===== config.mk =====
export PLATFORM = sky130hd
export DESIGN_NAME = integer_to_radix_text
export DESIGN_NICKNAME = d
export VERILOG_FILES = /design/src/irt_pkg.sv /design/src/irt_ram.sv /design/src/irt_front.sv /design/src/irt_back.sv /design/src/integer_to_radix_text.sv
export SDC_FILE = /design/constraint.sdc
export NUM_CORES = 1
export LEC_CHECK = 0
export BUFFER_PORTS_ARGS = -buffer_cell sky130_fd_sc_hd__buf_2
export CAP_MARGIN = 10
export CELL_PAD_IN_SITES_DETAIL_PLACEMENT = 1
export CELL_PAD_IN_SITES_GLOBAL_PLACEMENT = 2
export CORE_AREA = 2 2 261 366
export CTS_BUF_LIST = sky130_fd_sc_hd__clkbuf_8
export DETAILED_ROUTE_END_ITERATION = 12
export DIE_AREA = 0 0 263 368
export PLACE_DENSITY = 0.61
export SYNTH_ARGS = -nofsm -noshare
export SYNTH_HDL_FRONTEND = slang
export SYNTH_SLANG_ARGS = --single-unit

===== constraint.sdc =====
create_clock -name clk -period 5.01 [get_ports clk]
set_clock_uncertainty 0.1 [all_clocks]
set_input_delay 0.2505 -clock clk [delete_from_list [all_inputs] [get_ports clk]]
set_output_delay 0.2505 -clock clk [all_outputs]
set_load 0.02 [all_outputs]

===== src/irt_pkg.sv =====
// ----------------------------------------------------------------------------
// irt_pkg
// Types and constants shared by the integer-to-radix-text block.
// ----------------------------------------------------------------------------
`default_nettype none
package irt_pkg;

  localparam int InValueW = 64;
  localparam logic [6:0] CharZero  = 7'h30;
  localparam logic [6:0] CharAlpha = 7'h57;  // 'a' - 10
  localparam logic [6:0] CharMinus = 7'h2d;
  localparam logic [5:0] RadixMin  = 6'd2;
  localparam logic [5:0] RadixMax  = 6'd36;
  localparam logic [5:0] RadixDec  = 6'd10;

  typedef struct packed {
    logic [InValueW-1:0] value;
    logic [5:0]          radix;
    logic                signed_mode;
    logic                wide_mode;
  } in_item_t;

  typedef struct packed {
    logic [6:0] character;
    logic       last_char;
    logic [6:0] digit_count;
  } out_item_t;

  // Classified job passed from the front part to the back part.
  typedef struct packed {
    logic [InValueW-1:0] mag;
    logic [5:0]          radix;
    logic                neg;
  } job_t;

  typedef enum logic [2:0] {
    ST_IDLE,
    ST_DIV,
    ST_SIGN,
    ST_EMIT,
    ST_WAIT
  } back_state_t;

  function automatic logic [6:0] digit_char(input logic [5:0] d);
    if (d > 6'd9) digit_char = {1'b0, d} + CharAlpha;
    else          digit_char = {1'b0, d} + CharZero;
  endfunction

endpackage
`default_nettype wire


===== src/irt_ram.sv =====
// ----------------------------------------------------------------------------
// irt_ram
// Generic single-port-write, registered-read RAM.
// ----------------------------------------------------------------------------
`default_nettype none
module irt_ram #(
  parameter int Width = 6,
  parameter int Depth = 64
) (
  input  wire logic                     clk,
  input  wire logic                     wr_en,
  input  wire logic [$clog2(Depth)-1:0] wr_addr,
  input  wire logic [Width-1:0]         wr_data,
  input  wire logic [$clog2(Depth)-1:0] rd_addr,
  output logic [Width-1:0]              rd_data
);
  logic [Width-1:0] mem [Depth];

  always_ff @(posedge clk) begin
    if (wr_en) mem[wr_addr] <= wr_data;
    rd_data <= mem[rd_addr];
  end
endmodule
`default_nettype wire


===== src/irt_front.sv =====
// ----------------------------------------------------------------------------
// irt_front
// Accepts items, saturates the radix, selects width and takes the magnitude,
// then pushes the job into a two-entry queue for the back part.
// ----------------------------------------------------------------------------
`default_nettype none
module irt_front
  import irt_pkg::*;
#(
  parameter int ValueWidth = 64
) (
  input  wire logic     clk,
  input  wire logic     rst_n,
  input  wire logic     in_valid,
  output logic          in_stall,
  input  wire in_item_t in_data,
  output logic          job_valid,
  output job_t          job,
  input  wire logic     job_pop
);
  job_t                q_r [2];
  logic                rd_ptr_r, wr_ptr_r;
  logic [1:0]          cnt_r;
  logic                push;
  job_t                new_job;
  logic [5:0]          rdx;
  logic [InValueW-1:0] mask, v;
  logic                top_bit;

  assign in_stall = (cnt_r == 2'd2);
  assign push     = in_valid && !in_stall;

  always_comb begin
    mask = in_data.wide_mode ? InValueW'({ValueWidth{1'b1}}) : InValueW'({32{1'b1}});
    v = in_data.value & mask;
    top_bit = in_data.wide_mode ? v[ValueWidth-1] : v[31];
    if (in_data.radix < RadixMin)      rdx = RadixMin;
    else if (in_data.radix > RadixMax) rdx = RadixMax;
    else                               rdx = in_data.radix;
    new_job.radix = rdx;
    new_job.neg   = in_data.signed_mode && (rdx == RadixDec) && top_bit;
    new_job.mag   = new_job.neg ? ((~v + InValueW'(1)) & mask) : v;
  end

  always_ff @(posedge clk) begin
    if (push) q_r[wr_ptr_r] <= new_job;
  end

  always_ff @(posedge clk) begin
    if (!rst_n) begin
      rd_ptr_r <= 1'b0;
      wr_ptr_r <= 1'b0;
      cnt_r    <= 2'd0;
    end else begin
      if (push) wr_ptr_r <= !wr_ptr_r;
      if (job_pop) rd_ptr_r <= !rd_ptr_r;
      cnt_r <= cnt_r + {1'b0, push} - {1'b0, job_pop};
    end
  end

  assign job_valid = (cnt_r != 2'd0);
  assign job       = q_r[rd_ptr_r];
endmodule
`default_nettype wire


===== src/irt_back.sv =====
// ----------------------------------------------------------------------------
// irt_back
// Bit-serial divider producing one digit per pass; digits are stored in a
// small RAM and replayed most significant first through an output register.
// ----------------------------------------------------------------------------
`default_nettype none
module irt_back
  import irt_pkg::*;
#(
  parameter int MaxDigits = 64
) (
  input  wire logic  clk,
  input  wire logic  rst_n,
  input  wire logic  job_valid,
  input  wire job_t  job,
  output logic       job_pop,
  output logic       out_valid,
  input  wire logic  out_stall,
  output out_item_t  out_data
);
  localparam int AW = $clog2(MaxDigits);
  localparam int BW = $clog2(InValueW);

  back_state_t         st_r, st_nxt;
  logic [InValueW-1:0] quo_r, quo_nxt;
  logic [5:0]          rem_r, rem_nxt;
  logic [5:0]          rem_step;
  logic [5:0]          radix_r;
  logic                neg_r;
  logic [BW-1:0]       bit_r, bit_nxt;
  logic [6:0]          nd_r, nd_nxt;
  logic [6:0]          idx_r, idx_nxt;
  logic                ov_r, ov_nxt;
  out_item_t           od_r, od_nxt;
  logic                wr_en;
  logic [5:0]          rd_dig;
  logic [6:0]          trial;
  logic                done_div;

  irt_ram #(.Width(6), .Depth(MaxDigits)) u_ram (
    .clk(clk), .wr_en(wr_en), .wr_addr(nd_r[AW-1:0]), .wr_data(rem_step),
    .rd_addr(idx_nxt[AW-1:0]), .rd_data(rd_dig)
  );

  assign trial    = {rem_r, quo_r[InValueW-1]};
  assign done_div = (bit_r == '0);
  assign wr_en    = (st_r == ST_DIV) && done_div;

  // Next-state logic.
  always_comb begin
    st_nxt = st_r;
    case (st_r)
      ST_IDLE: if (job_valid) st_nxt = ST_DIV;
      ST_DIV: begin
        if (done_div && ((quo_nxt == '0) || (nd_r + 7'd1 >= 7'(MaxDigits))))
          st_nxt = neg_r ? ST_SIGN : ST_WAIT;
      end
      ST_SIGN: if (!ov_r || !out_stall) st_nxt = ST_WAIT;
      ST_WAIT: st_nxt = ST_EMIT;
      ST_EMIT: if (!ov_r || !out_stall) begin
        if (idx_r == 7'd0) st_nxt = ST_IDLE;
        else               st_nxt = ST_WAIT;
      end
      default: st_nxt = ST_IDLE;
    endcase
  end

  // Datapath and output logic.
  always_comb begin
    job_pop     = 1'b0;
    quo_nxt     = quo_r;
    rem_nxt     = rem_r;
    rem_step    = rem_r;
    bit_nxt     = bit_r;
    nd_nxt      = nd_r;
    idx_nxt     = idx_r;
    ov_nxt      = ov_r && out_stall;
    od_nxt      = od_r;
    case (st_r)
      ST_IDLE: begin
        if (job_valid) begin
          job_pop = 1'b1;
          quo_nxt = job.mag;
          rem_nxt = '0;
          bit_nxt = BW'(InValueW - 1);
          nd_nxt  = '0;
        end
      end
      ST_DIV: begin
        // One restoring step per cycle; trial never exceeds twice the radix.
        if (trial >= {1'b0, radix_r}) begin
          rem_step = 6'(trial - {1'b0, radix_r});
          quo_nxt  = {quo_r[InValueW-2:0], 1'b1};
        end else begin
          rem_step = trial[5:0];
          quo_nxt  = {quo_r[InValueW-2:0], 1'b0};
        end
        rem_nxt = rem_step;
        bit_nxt = bit_r - BW'(1);
        if (done_div) begin
          nd_nxt  = nd_r + 7'd1;
          idx_nxt = nd_r;
          if (!((quo_nxt == '0) || (nd_r + 7'd1 >= 7'(MaxDigits)))) begin
            rem_nxt = '0;
            bit_nxt = BW'(InValueW - 1);
          end
        end
      end
      ST_SIGN: begin
        if (!ov_r || !out_stall) begin
          ov_nxt = 1'b1;
          od_nxt = '{character: CharMinus, last_char: 1'b0, digit_count: nd_r};
        end
      end
      ST_EMIT: begin
        if (!ov_r || !out_stall) begin
          ov_nxt = 1'b1;
          od_nxt = '{character: digit_char(rd_dig), last_char: (idx_r == 7'd0),
                     digit_count: nd_r};
          if (idx_r != 7'd0) idx_nxt = idx_r - 7'd1;
        end
      end
      default: ;
    endcase
  end

  always_ff @(posedge clk) begin
    quo_r <= quo_nxt;
    rem_r <= (wr_en && !(st_nxt == ST_DIV)) ? rem_r : rem_nxt;
    bit_r <= bit_nxt;
    idx_r <= idx_nxt;
    od_r  <= od_nxt;
    if (job_pop) begin
      radix_r <= job.radix;
      neg_r   <= job.neg;
    end
  end

  always_ff @(posedge clk) begin
    if (!rst_n) begin
      st_r      <= ST_IDLE;
      ov_r      <= 1'b0;
      nd_r      <= '0;
    end else begin
      st_r      <= st_nxt;
      ov_r      <= ov_nxt;
      nd_r      <= nd_nxt;
    end
  end

  assign out_valid = ov_r;
  assign out_data  = od_r;
endmodule
`default_nettype wire


===== src/integer_to_radix_text.sv =====
// ----------------------------------------------------------------------------
// integer_to_radix_text
// Converts one integer per transaction to its ASCII text in radix 2..36.
// ----------------------------------------------------------------------------
// Usage: present an item on in_data with in_valid; it is taken when in_stall
// is low. Each character of the text leaves on out_data as a transaction of
// its own, most significant digit first, with last_char set on the final one
// and digit_count on all. A '-' leads negative signed decimal values.
// Operation: the front part writes each accepted item into a two-entry queue.
// The back part takes the job, runs a bit-serial restoring divider that
// yields one digit per pass, then replays the digits through a wait and an
// emit state per character, after a leading '-' where there is one.
// Reset clears the queue and the sequencer; nothing else needs clearing.
// When out_stall is high the output register holds its transaction and
// no further character is loaded; the queue keeps accepting until full.
// ----------------------------------------------------------------------------
`default_nettype none
module integer_to_radix_text
  import irt_pkg::*;
#(
  parameter int VALUE_WIDTH = 64,
  parameter int MAX_DIGITS  = 64
) (
  input  wire logic     clk,
  input  wire logic     rst_n,
  input  wire logic     in_valid,
  output logic          in_stall,
  input  wire in_item_t in_data,
  output logic          out_valid,
  input  wire logic     out_stall,
  output out_item_t     out_data
);
  logic job_valid, job_pop;
  job_t job;

  irt_front #(.ValueWidth(VALUE_WIDTH)) u_front (
    .clk(clk), .rst_n(rst_n), .in_valid(in_valid), .in_stall(in_stall),
    .in_data(in_data), .job_valid(job_valid), .job(job), .job_pop(job_pop)
  );

  irt_back #(.MaxDigits(MAX_DIGITS)) u_back (
    .clk(clk), .rst_n(rst_n), .job_valid(job_valid), .job(job),
    .job_pop(job_pop), .out_valid(out_valid), .out_stall(out_stall),
    .out_data(out_data)
  );

  a_pop_needs_job: assert property (@(posedge clk) disable iff (!rst_n)
    job_pop |-> job_valid) else $error("queue popped while empty");

  a_out_hold: assert property (@(posedge clk) disable iff (!rst_n)
    out_valid && out_stall |=> out_valid && $stable(out_data))
    else $error("stalled result changed");

  a_count_range: assert property (@(posedge clk) disable iff (!rst_n)
    out_valid |-> out_data.digit_count != 7'd0)
    else $error("zero digit count on a result");
endmodule
`default_nettype wire

### Word level (Yosys, flattened, before mapping)

Memory sizes are Yosys's and may differ from the RTL's. A register that Yosys moved wholly into a read port is not among the register bits.
Cells that the tools add are included.

* $mul: 0
* reduce and logical (&&, ||, !) cells: 32
* bitwise gates (word level): 4
* equality and inequality tests: 12
* $lt $le $gt $ge: 5
* mux-type cells: 47
* shifts and indexed selects: 0
* div/mod/pow operators: 0
* add/subtract/negate cells: 9

Operators with widths (number)
* $mux W64: 4
* $and A64 B64 Y64: 2
* $logic_not A64 Y1: 2
* $pmux W64 S2: 1
* $add A64 B1 Y64 const B: 1
* $not A64 Y64: 1
* $mux W6: 10
* $mux W7: 6
* $mux W15: 2
* $pmux W15 S2: 1
* $pmux W7 S2: 2
* $pmux W6 S2: 2
* $mux W3: 6
* $pmux W3 S5: 1
* $mux W1: 12
* $reduce_and A3 Y1: 3
* $ne A2 B1 Y1 const B: 4
* $reduce_bool A2 Y1: 4
* $add A6 B6 Y7 const B: 1
* $add A6 B7 Y7 const B: 1
* $add A7 B1 Y7 const B: 1
* $ge A7 B6 Y1: 1
* $ge A7 B7 Y1 const B: 1
* $logic_and A1 B1 Y1: 7
* 24 further kinds: 33

* output and inout bits: 17
* register bits: 120
* input bits: 76
* bits in writable memories: 526
* latch bits: 0
* bits in read-only memories: 0
* word-level logic and storage cells: 127
* memories: 2

Memory list
* u_back.u_ram.mem: words 64, width 6, read ports 1, clocked after Yosys merged registers in 1, write ports 1, RTL line irt_ram.sv:17 `logic [Width-1:0] mem [Depth];`
* u_front.q_r: words 2, width 71, read ports 1, clocked after Yosys merged registers in 1, write ports 1, RTL line irt_front.sv:21 `job_t q_r [2];`

### Depth between registers and ports, before layout

Gate-level depths: netlist of run 1.

* depth after elaboration: 14
* depth in mapped cells: 15
* mapped depth without buffers: 12

### Hierarchy

Synthesis of run 1 repeated with hierarchy kept, for this count alone.

* cells, all modules: 1997
* area total of the unflattened synthesis: 28537.4 um^2

By module, submodules not included
* irt_ram: cells each 720, area each 15225.9 um^2, sequential area each 11651.2 um^2, times used 1
* irt_front: cells each 535, area each 7115.6 um^2, sequential area each 4364.2 um^2, times used 1
* irt_back: cells each 742, area each 6195.9 um^2, sequential area each 2672.6 um^2, times used 1

### Least setup slack after synthesis of run 1

OpenSTA, ideal clock, no wires.

* path type: register to register
* start: register u_back.rem_r[0]
* end: memory u_back.u_ram.mem[0][0], data pin
* buffers on the path: 1
* slack: -85 ps
* library setup time: 702 ps
* stages on the path, launching flop included: 10
* required time: 4208 ps
* data arrival time: 4293 ps
* period minus slack after synthesis: 5095 ps
* cells stage by stage: edfxtp_1 -> ha_1 -> nor2b_1 -> o21ai_0 -> a21oi_1 -> nor2_1 -> o21ai_0 -> clkbuf_1 -> o21ai_0 -> o21ai_0

* cells in the longest elaborated chain, start to end: 3

RTL lines
* start, declared: RTL line irt_back.sv:26 `logic [5:0] rem_r, rem_nxt;`
* start signal, assigned: RTL line irt_back.sv:129 `rem_r <= (wr_en && !(st_nxt == ST_DIV)) ? rem_r : rem_nxt;`
* $ge A7 B6 Y1: RTL line irt_back.sv:91 `if (trial >= {1'b0, radix_r}) begin`
* $mux W6: RTL line irt_back.sv:91
* $mux W6 *: RTL line irt_back.sv:79 `case (st_r)`
* named net u_back.rem_step[0]: RTL line irt_back.sv:27 `logic [5:0] rem_step;`
* end, declared: RTL line irt_ram.sv:17

Mark *: on every way through the listed nets, which the timed path passes. The rest lies on a longest branch.

### Worst setup path in the final report of run 1

* start: register u_back.idx_r[0]
* end: register u_back.u_ram.rd_data[2] (read register of u_back.u_ram.mem)

* cells in the longest elaborated chain, start to end: 4
* elaborated cells on any way between the ends: 6
* those cells by class: add/sub (1); mux (4); reduce/logical (1)

RTL lines
* start, declared: RTL line irt_back.sv:32 `logic [6:0] idx_r, idx_nxt;`
* start signal, assigned: RTL line irt_back.sv:131 `idx_r <= idx_nxt;`
* $sub A7 B1 Y7 or $reduce_bool A7 Y1 (tied branches): RTL line irt_back.sv:120 `if (idx_r != 7'd0) idx_nxt = idx_r - 7'd1;`
* $mux W7: RTL line irt_back.sv:120
* $mux W7: RTL line irt_back.sv:116 `if (!ov_r || !out_stall) begin`
* $pmux W7 S2 *: RTL line irt_back.sv:79
* end, declared: RTL line irt_ram.sv:15 `output logic [Width-1:0] rd_data`

Mark *: on every way between the ends. The rest lies on a longest branch, timed or not. The select of a mux whose other input is x is not followed.
A chain may end at the register's enable or synchronous reset.

==> results of run 1 <==
path summary, 6_finish.rpt:
path,from,to,slack [ns],cells past startpoint
max,u_back.idx_r[0]$_DFF_P_,u_back.u_ram.rd_data[2]$_DFF_P_,0.64,13
min,in_data[1],u_front.q_r[0][0]$_DFFE_PP_,0.07,4
max reg2reg,u_back.idx_r[0]$_DFF_P_,u_back.u_ram.rd_data[2]$_DFF_P_,0.64,13
min reg2reg,u_back.neg_r$_DFFE_PP_,u_back.st_r[1]$_SDFF_PN0_,0.43,1
per-stage QoR:
stage | std cells | setup WS (ns) | total power (W) | hold slack [ns] | cell area (um2)
2_1_floorplan | 2093 | 0.861 | 0.00971 | 0.249 | 27900
3_3_place_gp | 3340 | 0.572 | 0.0112 | 0.417 | 30000
3_5_place_dp | 3340 | 0.500 | 0.0113 | 0.423 | 30000
4_1_cts | 3619 | 0.459 | 0.0158 | 0.00534 | 32900
5_1_grt | 3620 | 0.309 | 0.0164 | 0.0805 | 32900
6_report | 3620 | 0.637 | 0.0156 | 0.0669 | 32900
worst min-delay path, stage by stage:
cell,delay [ns]
sky130_fd_sc_hd__buf_2,0.10
sky130_fd_sc_hd__nand3b_1,0.09
sky130_fd_sc_hd__a211oi_1,0.07
sky130_fd_sc_hd__and3_1,0.20
layer usage:
| metal | vias to the layer above | share of wire [%] | track usage [%] |
|---|---|---|---|
| li1 | 8449 | - | - |
| met1 | 9226 | 39 | 18.5 |
| met2 | 300 | 55 | 31.6 |
| met3 | 97 | 3.1 | 2.20 |
| met4 | 0 | 2.6 | 5.73 |
| met5 | - | 0 | 0 |
state kept, by name, summed over array words and instances (netlist names), 2 cells and up, named ones only:
name	flops
u_back.rem_r	6
u_back.quo_r	64
u_back.out_data	15
u_back.bit_r	6
u_back.u_ram.mem	384
u_back.nd_r	7
u_back.u_ram.rd_data	6
u_back.st_r	3
u_back.radix_r	6
u_back.idx_r	7
u_front.cnt_r	2
u_front.q_r	142
layout make-up:
cell class / instances / area [um2] / share of cell area (%)
Sequential cell: 653 / 18700 / 56.9
Timing Repair Buffer: 241 / 1860 / 5.66
Tap cell: 1215 / 1520 / 4.63
Clock inverter: 78 / 460 / 1.40
Multi-Input combinational cell: 1277 / 8610 / 26.2
Clock buffer: 114 / 1570 / 4.77
Inverter: 41 / 154 / 0.468
Antenna cell: 1 / 2.50 / 0.00761
power breakdown:
| group | switching [W] | internal, W | leakage (nW) |
|---|---|---|---|
| Sequential | 0.000390 | 0.00728 | 5.90 |
| Combinational | 0.00240 | 0.00107 | 4.00 |
| Clock | 0.00212 | 0.00234 | 1.19 |
layout by cell type (no fill, tap or decap), types with 12 or more instances in the layout:
cell / n
sky130_fd_sc_hd__a211oi_1: 23
sky130_fd_sc_hd__a21boi_0: 17
sky130_fd_sc_hd__a21oi_1: 36
sky130_fd_sc_hd__a221o_1: 33
sky130_fd_sc_hd__a22oi_1: 49
sky130_fd_sc_hd__a311oi_1: 16
sky130_fd_sc_hd__a31oi_1: 12
sky130_fd_sc_hd__and2_1: 35
sky130_fd_sc_hd__and3_1: 32
sky130_fd_sc_hd__buf_2: 92
sky130_fd_sc_hd__buf_4: 57
sky130_fd_sc_hd__clkbuf_8: 114
sky130_fd_sc_hd__clkinv_1: 12
sky130_fd_sc_hd__clkinv_2: 14
sky130_fd_sc_hd__dfxtp_1: 91
sky130_fd_sc_hd__dlygate4sd3_1: 87
sky130_fd_sc_hd__edfxtp_1: 561
sky130_fd_sc_hd__ha_1: 19
sky130_fd_sc_hd__inv_1: 80
sky130_fd_sc_hd__mux2i_1: 76
sky130_fd_sc_hd__mux4_2: 36
sky130_fd_sc_hd__nand2_1: 258
sky130_fd_sc_hd__nand3_1: 90
sky130_fd_sc_hd__nand4_1: 24
sky130_fd_sc_hd__nor2_1: 116
sky130_fd_sc_hd__nor3_1: 48
sky130_fd_sc_hd__nor4_1: 39
sky130_fd_sc_hd__o21ai_0: 76
sky130_fd_sc_hd__o31ai_1: 19
sky130_fd_sc_hd__or3_1: 18
sky130_fd_sc_hd__xnor2_1: 53
sky130_fd_sc_hd__xor2_1: 18
cells by family after synthesis:
logic type	synth area share (%)
and+or+nand+nor	12.9
xor gates and xnor gates	2.23
AOI/OAI and AO/OA	8.53
muxes	5.92
adders and majority gates	0.925
DFF	67.1
buffers and inverters	2.35
==> results list, run 1 <==
- Cells fill a little over a third of the core in the end.
- In the synthesized netlist, the number of instances is about 2.1k.
- Run status: finished, final reports clean
* Fin crit share: 87.3%
- Largest fanout on the critical path: 28
* Iteration-0 DRC Markers: approximately 790
- The number of different library cells used by synthesis comes to 78.
* Setup repair after global routing missed its margin: no
- Pin count of the biggest net entering global routing: 92
- In the final layout, the share of cells above drive strength 1 is between 10% and 20%.
- Crit start category: flop
* Cell types with the highest counts after synthesis: sky130_fd_sc_hd__edfxtp_1 (561), sky130_fd_sc_hd__nand2_1 (258), sky130_fd_sc_hd__nor2_1 (119)
* Wire length reported by the detailed router: 80400 um
- The via count of the first global-routing pass is 19.6k.
- After detailed routing, the average wire length per cell comes to 22.2 um.
* Top-area cell type share of the netlist area: between 60% and 70%
- Compared with the post-synthesis result, the final layout area differs by 18.0%.
- Synthesis Warnings: 0
- Setup Buffers After CTS: 0
- Dominant cells by area after synthesis: sky130_fd_sc_hd__edfxtp_1 (60%), sky130_fd_sc_hd__dfxtp_1 (6.6%), sky130_fd_sc_hd__nand2_1 (3.5%), sky130_fd_sc_hd__mux4_2 (2.9%), sky130_fd_sc_hd__mux2i_1 (2.7%)
* Library cell occupying the most area in the post-synthesis netlist: sky130_fd_sc_hd__edfxtp_1
* Clock tree from TritonCTS: built
* Net Count, Synth: around 2.2k
* Achievable clock frequency: between 200 and 250 MHz
- No sink is reached through more buffers than the 3 on the longest clock path.
* Sequential element share of the synthesized area: 67.1%
- In this run, synthesis produced a sequential element count of about 650.
- Critical path class: flop to flop
* Routed via count: 18.1k
- Antenna violation net count after detailed routing: 0
- Mean instance size in the synthesized netlist: 13.3 um2
- Time the final worst path needs with I/O delays and setup: about 4.4 ns
* Floorplan die width: ~260 um
- Clk slew on worst S/H paths: ~0.07 ns
* CP delay by family, top: compound AO/OA/AOI/OAI gates
- Gp weighted congestion: around 0.86
* Leak pwr: roughly 11 nW
- Post-synthesis async set-or-reset flop share: 0%
* Overall fraction of global-route tracks in use: around 16%
- Areal power density over the cells: between 400 and 500 nW/um2
- The final-report hold violation count is 0.
- Cell chosen for the clock root: sky130_fd_sc_hd__clkbuf_8
- 1st-pass router iterations: 5
* Synth Flop Type: sky130_fd_sc_hd__edfxtp_1
* Slowest CP cell: sky130_fd_sc_hd__o21ai_0
- In the post-synthesis netlist, the cell with the most instances is sky130_fd_sc_hd__edfxtp_1.
* Number of fill cells: roughly 10k
- After clock tree synthesis, the repair step resized 0 gates.
- The clock net in this run drives a total of 653 sinks.
- The synthesized design contains ~560 enable-type register cells.
* Final Max Slew Viols: 0
* Site row count: ~130
- Post-detailed-placement half-perimeter wirelength: about 55000 um
- Later-pin clock latency in the skew report: around 0.73 ns
- Final number of setup-violating endpoints: 0
* Kind of end point of the critical path: flop
- Across the run, the number of max-cap violations was 0.
- The signal on the critical path passes through inv_1 > ha_1 > nor2b_1 > a211oi_1 > a32oi_1 > buf_4 > and2_2 > inv_2 > buf_4 > mux2i_1 > a211oi_1 > o21ai_0 > nand4_1.
- For this run, design rule violations remaining after detail routing come to 0.
- After routing, the total negative slack on setup checks comes to 0 ns.
- Wire length of the first global-routing pass: 122000 um
- Worst path arrival time: between 4 and 5 ns
- Number of top-level pins: 93
* H-tree depth: 3
- Worst path max stage delay: about 0.7 ns
* Via count normalized by instance count: ~5
- Total number of nets in the final design: between 2k and 2.5k
* Data required time at the worst endpoint: roughly 5.5 ns
* Starting density of the core: between 20 and 30%
- The die is 368 um tall.
* Port Buffers: between 90 and 100
* Mapped cell area: 27900 um2
- Counting both buffers and inverters, the worst setup path holds a total of 4.
- Across the VDD grid, the largest voltage drop is just under 300 uV.
* Die Area: approximately 97000 um2
- Hold repair after CTS inserted 87 buffers.
- Clock buffers created by TritonCTS: just over 100
- Hold crit path type: primary input to flop
- Core ar.: slightly above 90000 um2
- Measured slew at the worst slew-check pin: 1.18 ns
- The number of antenna violations at the first check in global routing is 3.
* Relative slew slack: between 20% and 30%
* Leftover overflow at the end of global routing: 0
No activity file was read; power rests on OpenSTA's default activity.
==> run 2, diff against run 1 <==
- CELL_PAD_IN_SITES_GLOBAL_PLACEMENT: 2 -> 1
- PLACE_DENSITY: 0.61 -> 0.54
==> results list, run 2 (synthesis gave the netlist of run 1 again) <==
- Leak pwr: 11.1 nW
- Clock tree synthesis inserted a total of about 110 buffers.
* Post-detailed-placement half-perimeter wirelength: roughly 54000 um
* Cell with the most instances on the worst path: sky130_fd_sc_hd__dlygate4sd3_1
- Number of global-route vias before repair: ~20k
- In this run the register-to-register setup slack is just under 0.7 ns.
- IR analysis of the VDD net gives a maximum drop of around 340 uV.
- Routability-driven placement finished with a final weighted congestion of roughly 0.8.
* Termination of the worst setup path: u_front.q_r[0][56]$_DFFE_PP_
- Worst path max stage delay: about 0.73 ns
- P&R area growth vs syn: 18.5%
- Post-detailed-route DRC marker count: 0
* H-tree depth: 3
- Hold crit path type: primary input to flop
- Final cell utilization of the core: roughly a third
* Run status: finished, final reports clean
- The register with the most flip-flops in the layout has about 380 of them.
* Chip Height: approximately 370 um
- After routing, the total negative slack on setup checks comes to 0 ns.
- Setup repair after global routing left no endpoint under its margin.
- The critical path runs through a total of 12 cells.
- Starting density of the core: 29.8%
* Leftover overflow at the end of global routing: 0
* Number of fill cells: 9923
* Post-detailed-route wirelength per cell: ~22 um
* R2r endpoint: u_back.rem_r[2]$_SDFFCE_PN0P_
- The register with the most flip-flops in the final layout is u_back.u_ram.mem.
- Once detail routing completed, the nets flagged for antenna violations numbered 0.
- Kind of end point of the critical path: flop
* CP delay by family, top: simple AND/OR/NAND/NOR gates
* Worst reg-to-reg path cell count: 9
* Overall fraction of global-route tracks in use: 16.5%
- # Max-Cap Violations: 0
- Number of top-level pins: 93
* Hold Vio Cnt, Final: 0
- Cells with a size suffix above 1 make up roughly 16% of the layout.
- Worst path arrival time: 4.97 ns
- Entering global routing, the biggest net connects 75 pins.
- Clock Sinks: 653
- Clk slew on worst S/H paths: ~0.060 ns
* Later-pin clock latency in the skew report: 0.73 ns
- Leaving out fill and tap cells, the most frequent cells in the layout are sky130_fd_sc_hd__edfxtp_1 (561), sky130_fd_sc_hd__nand2_1 (258), sky130_fd_sc_hd__nor2_1 (116), sky130_fd_sc_hd__clkbuf_8 (115).
- Clock tree from TritonCTS: built
- Setup violations remaining at the end of the flow were counted as 0.
* Total number of nets in the final design: roughly 2.4k
- The floorplan step defined a die boundary enclosing just under 100000 um2.
- CP Buf/Inv Count: 4
- The floorplan step defined a core boundary enclosing roughly 94000 um2.
- Wires add up to roughly 80000 um.
* Floorplan die width: between 200 and 300 um
- 1st-pass router iterations: 5
- The count of buffers added on input and output ports is 92.
- For the pin with the worst max-slew slack, the measured transition is 1.11 ns.
- CTS placed an instance of sky130_fd_sc_hd__clkbuf_8 at the clock tree root.
* Fin crit share: 91.8%
- In this run the post-CTS setup repair buffer count came out at 0.
* Slowest CP cell: sky130_fd_sc_hd__or4_1
- Row generation in the floorplan step produced ~130 rows.
* Via count normalized by instance count: 5.04
* Achievable clock frequency: around 220 MHz
- Data required time at the worst endpoint: ~5.4 ns
- The worst setup path is launched from a primary input.
- Relative slew slack: 25.9%
* Wire length of the first global-routing pass: 121000 um
* Top flop regs: u_back.u_ram.mem (384), u_front.q_r (142), u_back.quo_r (64)
* Startpoint of the lowest-slack register-to-register path: u_back.st_r[0]$_SDFF_PN0_
* Time the final worst path needs with I/O delays and setup: roughly 4.6 ns
- The critical path goes through dlygate4sd3_1 > buf_2 > or4_4 > or4_4 > or4_1 > nor3_4 > nand3_2 > o31ai_1 > xnor2_1 > dlygate4sd3_1 > and2_1 > dlygate4sd3_1.
- Counting along the longest clock path gives a buffer depth of 3.
* Critical path class: primary input to flop
- Antenna violations before repair: 1
* Final Max Slew Viols: 0
- Routed via count: between 15k and 20k
* Largest fanout on the critical path: 8
- Commonest non-fill, non-tap cell in the layout: sky130_fd_sc_hd__edfxtp_1
- Dividing total power by cell area gives a power density of 483 nW/um2.
* Start point of the critical path: in_data[16]
- In this run, the number of DRC markers left after iteration 0 of detailed routing was a little under 1k.
## run 2: changes by cell type in the layout (fill, tap and decap cells not counted), sizes merged
cell / before / now
bufinv: 5 / 9
clkbuf: 114 / 115
buf: 154 / 143
dlygate4sd3: 87 / 92
clkinv: 26 / 43
inv: 83 / 71
clkinvlp: 5 / 2
## run 2: report_power, final
group / total, W / internal [W] / leakage (nW) / switching [W]
registers: 0.00767 / 0.00728 / 5.90 / 0.000390
logic: 0.00343 / 0.00104 / 3.97 / 0.00238
clock network: 0.00486 / 0.00261 / 1.24 / 0.00225
## run 2: final cells by class
type | instances | area (um2) | share of cell area, %
multi-input cells | 1277 | 8610 | 26.1
repair buffers | 235 | 1810 | 5.49
clock buffers | 115 | 1580 | 4.79
well taps | 1215 | 1520 | 4.60
diodes | 1 | 2.50 | 0.00758
flip-flops and latches | 653 | 18700 | 56.6
inverters | 41 | 154 | 0.466
clock inverters | 84 | 643 | 1.95
## run 2: what timing repair did
| item | 4_1_cts | 5_1_grt |
|---|---|---|
| hold buffers | 92 | 0 |
| gates resized for setup | 0 | 0 |
| hold endpoints to repair | 158 | 0 |
## run 2: metrics by stage
stage                     power [W]  hold WS [ns]  worst slack, ns  std cells  instance area, um2
after floorplan             0.00971         0.249            0.861       2093               27900
after global placement       0.0111         0.412            0.770       3329               29900
after detailed placement     0.0113         0.408            0.662       3329               29900
after CTS                    0.0162         0.162            0.440       3620               33000
after global routing         0.0168         0.233            0.256       3621               33000
final                        0.0160         0.279            0.409       3621               33000
## run 2: worst min path at each step
stage	start	endpoint	slack [ns]	depth (start not counted)
after floorplan	in_data[8]	u_front.q_r[0][7]$_DFFE_PP_	0.25	0
after global placement	u_back.neg_r$_DFFE_PP_	u_back.st_r[1]$_SDFF_PN0_	0.41	1
after detailed placement	u_back.neg_r$_DFFE_PP_	u_back.st_r[1]$_SDFF_PN0_	0.41	1
after CTS	in_data[7]	u_front.q_r[0][6]$_DFFE_PP_	0.16	2
after global routing	in_data[8]	u_front.q_r[0][7]$_DFFE_PP_	0.23	2
final	in_data[7]	u_front.q_r[1][6]$_DFFE_PP_	0.28	2
## run 2: layer usage
metal / GRT usage, % / share of wire, % / up-vias
met4: 8.00 / 4.3 / 0
met2: 30.7 / 53 / 372
met1: 18.3 / 39 / 9247
met3: 2.26 / 3.4 / 158
met5: 0 / 0 / -
li1: - / - / 8466
## run 2: worst register-to-register path, cell delays in order (launching register included)
cell                      delay [ns]
sky130_fd_sc_hd__dfxtp_1        0.51
sky130_fd_sc_hd__nor3_1         0.10
sky130_fd_sc_hd__or3_2          0.86
sky130_fd_sc_hd__a221o_1        0.57
sky130_fd_sc_hd__nor4_1         0.36
sky130_fd_sc_hd__nand4_1        0.20
sky130_fd_sc_hd__or2_0          0.33
sky130_fd_sc_hd__o41a_1         0.41
sky130_fd_sc_hd__o31ai_1        0.31
sky130_fd_sc_hd__a21oi_1        0.27
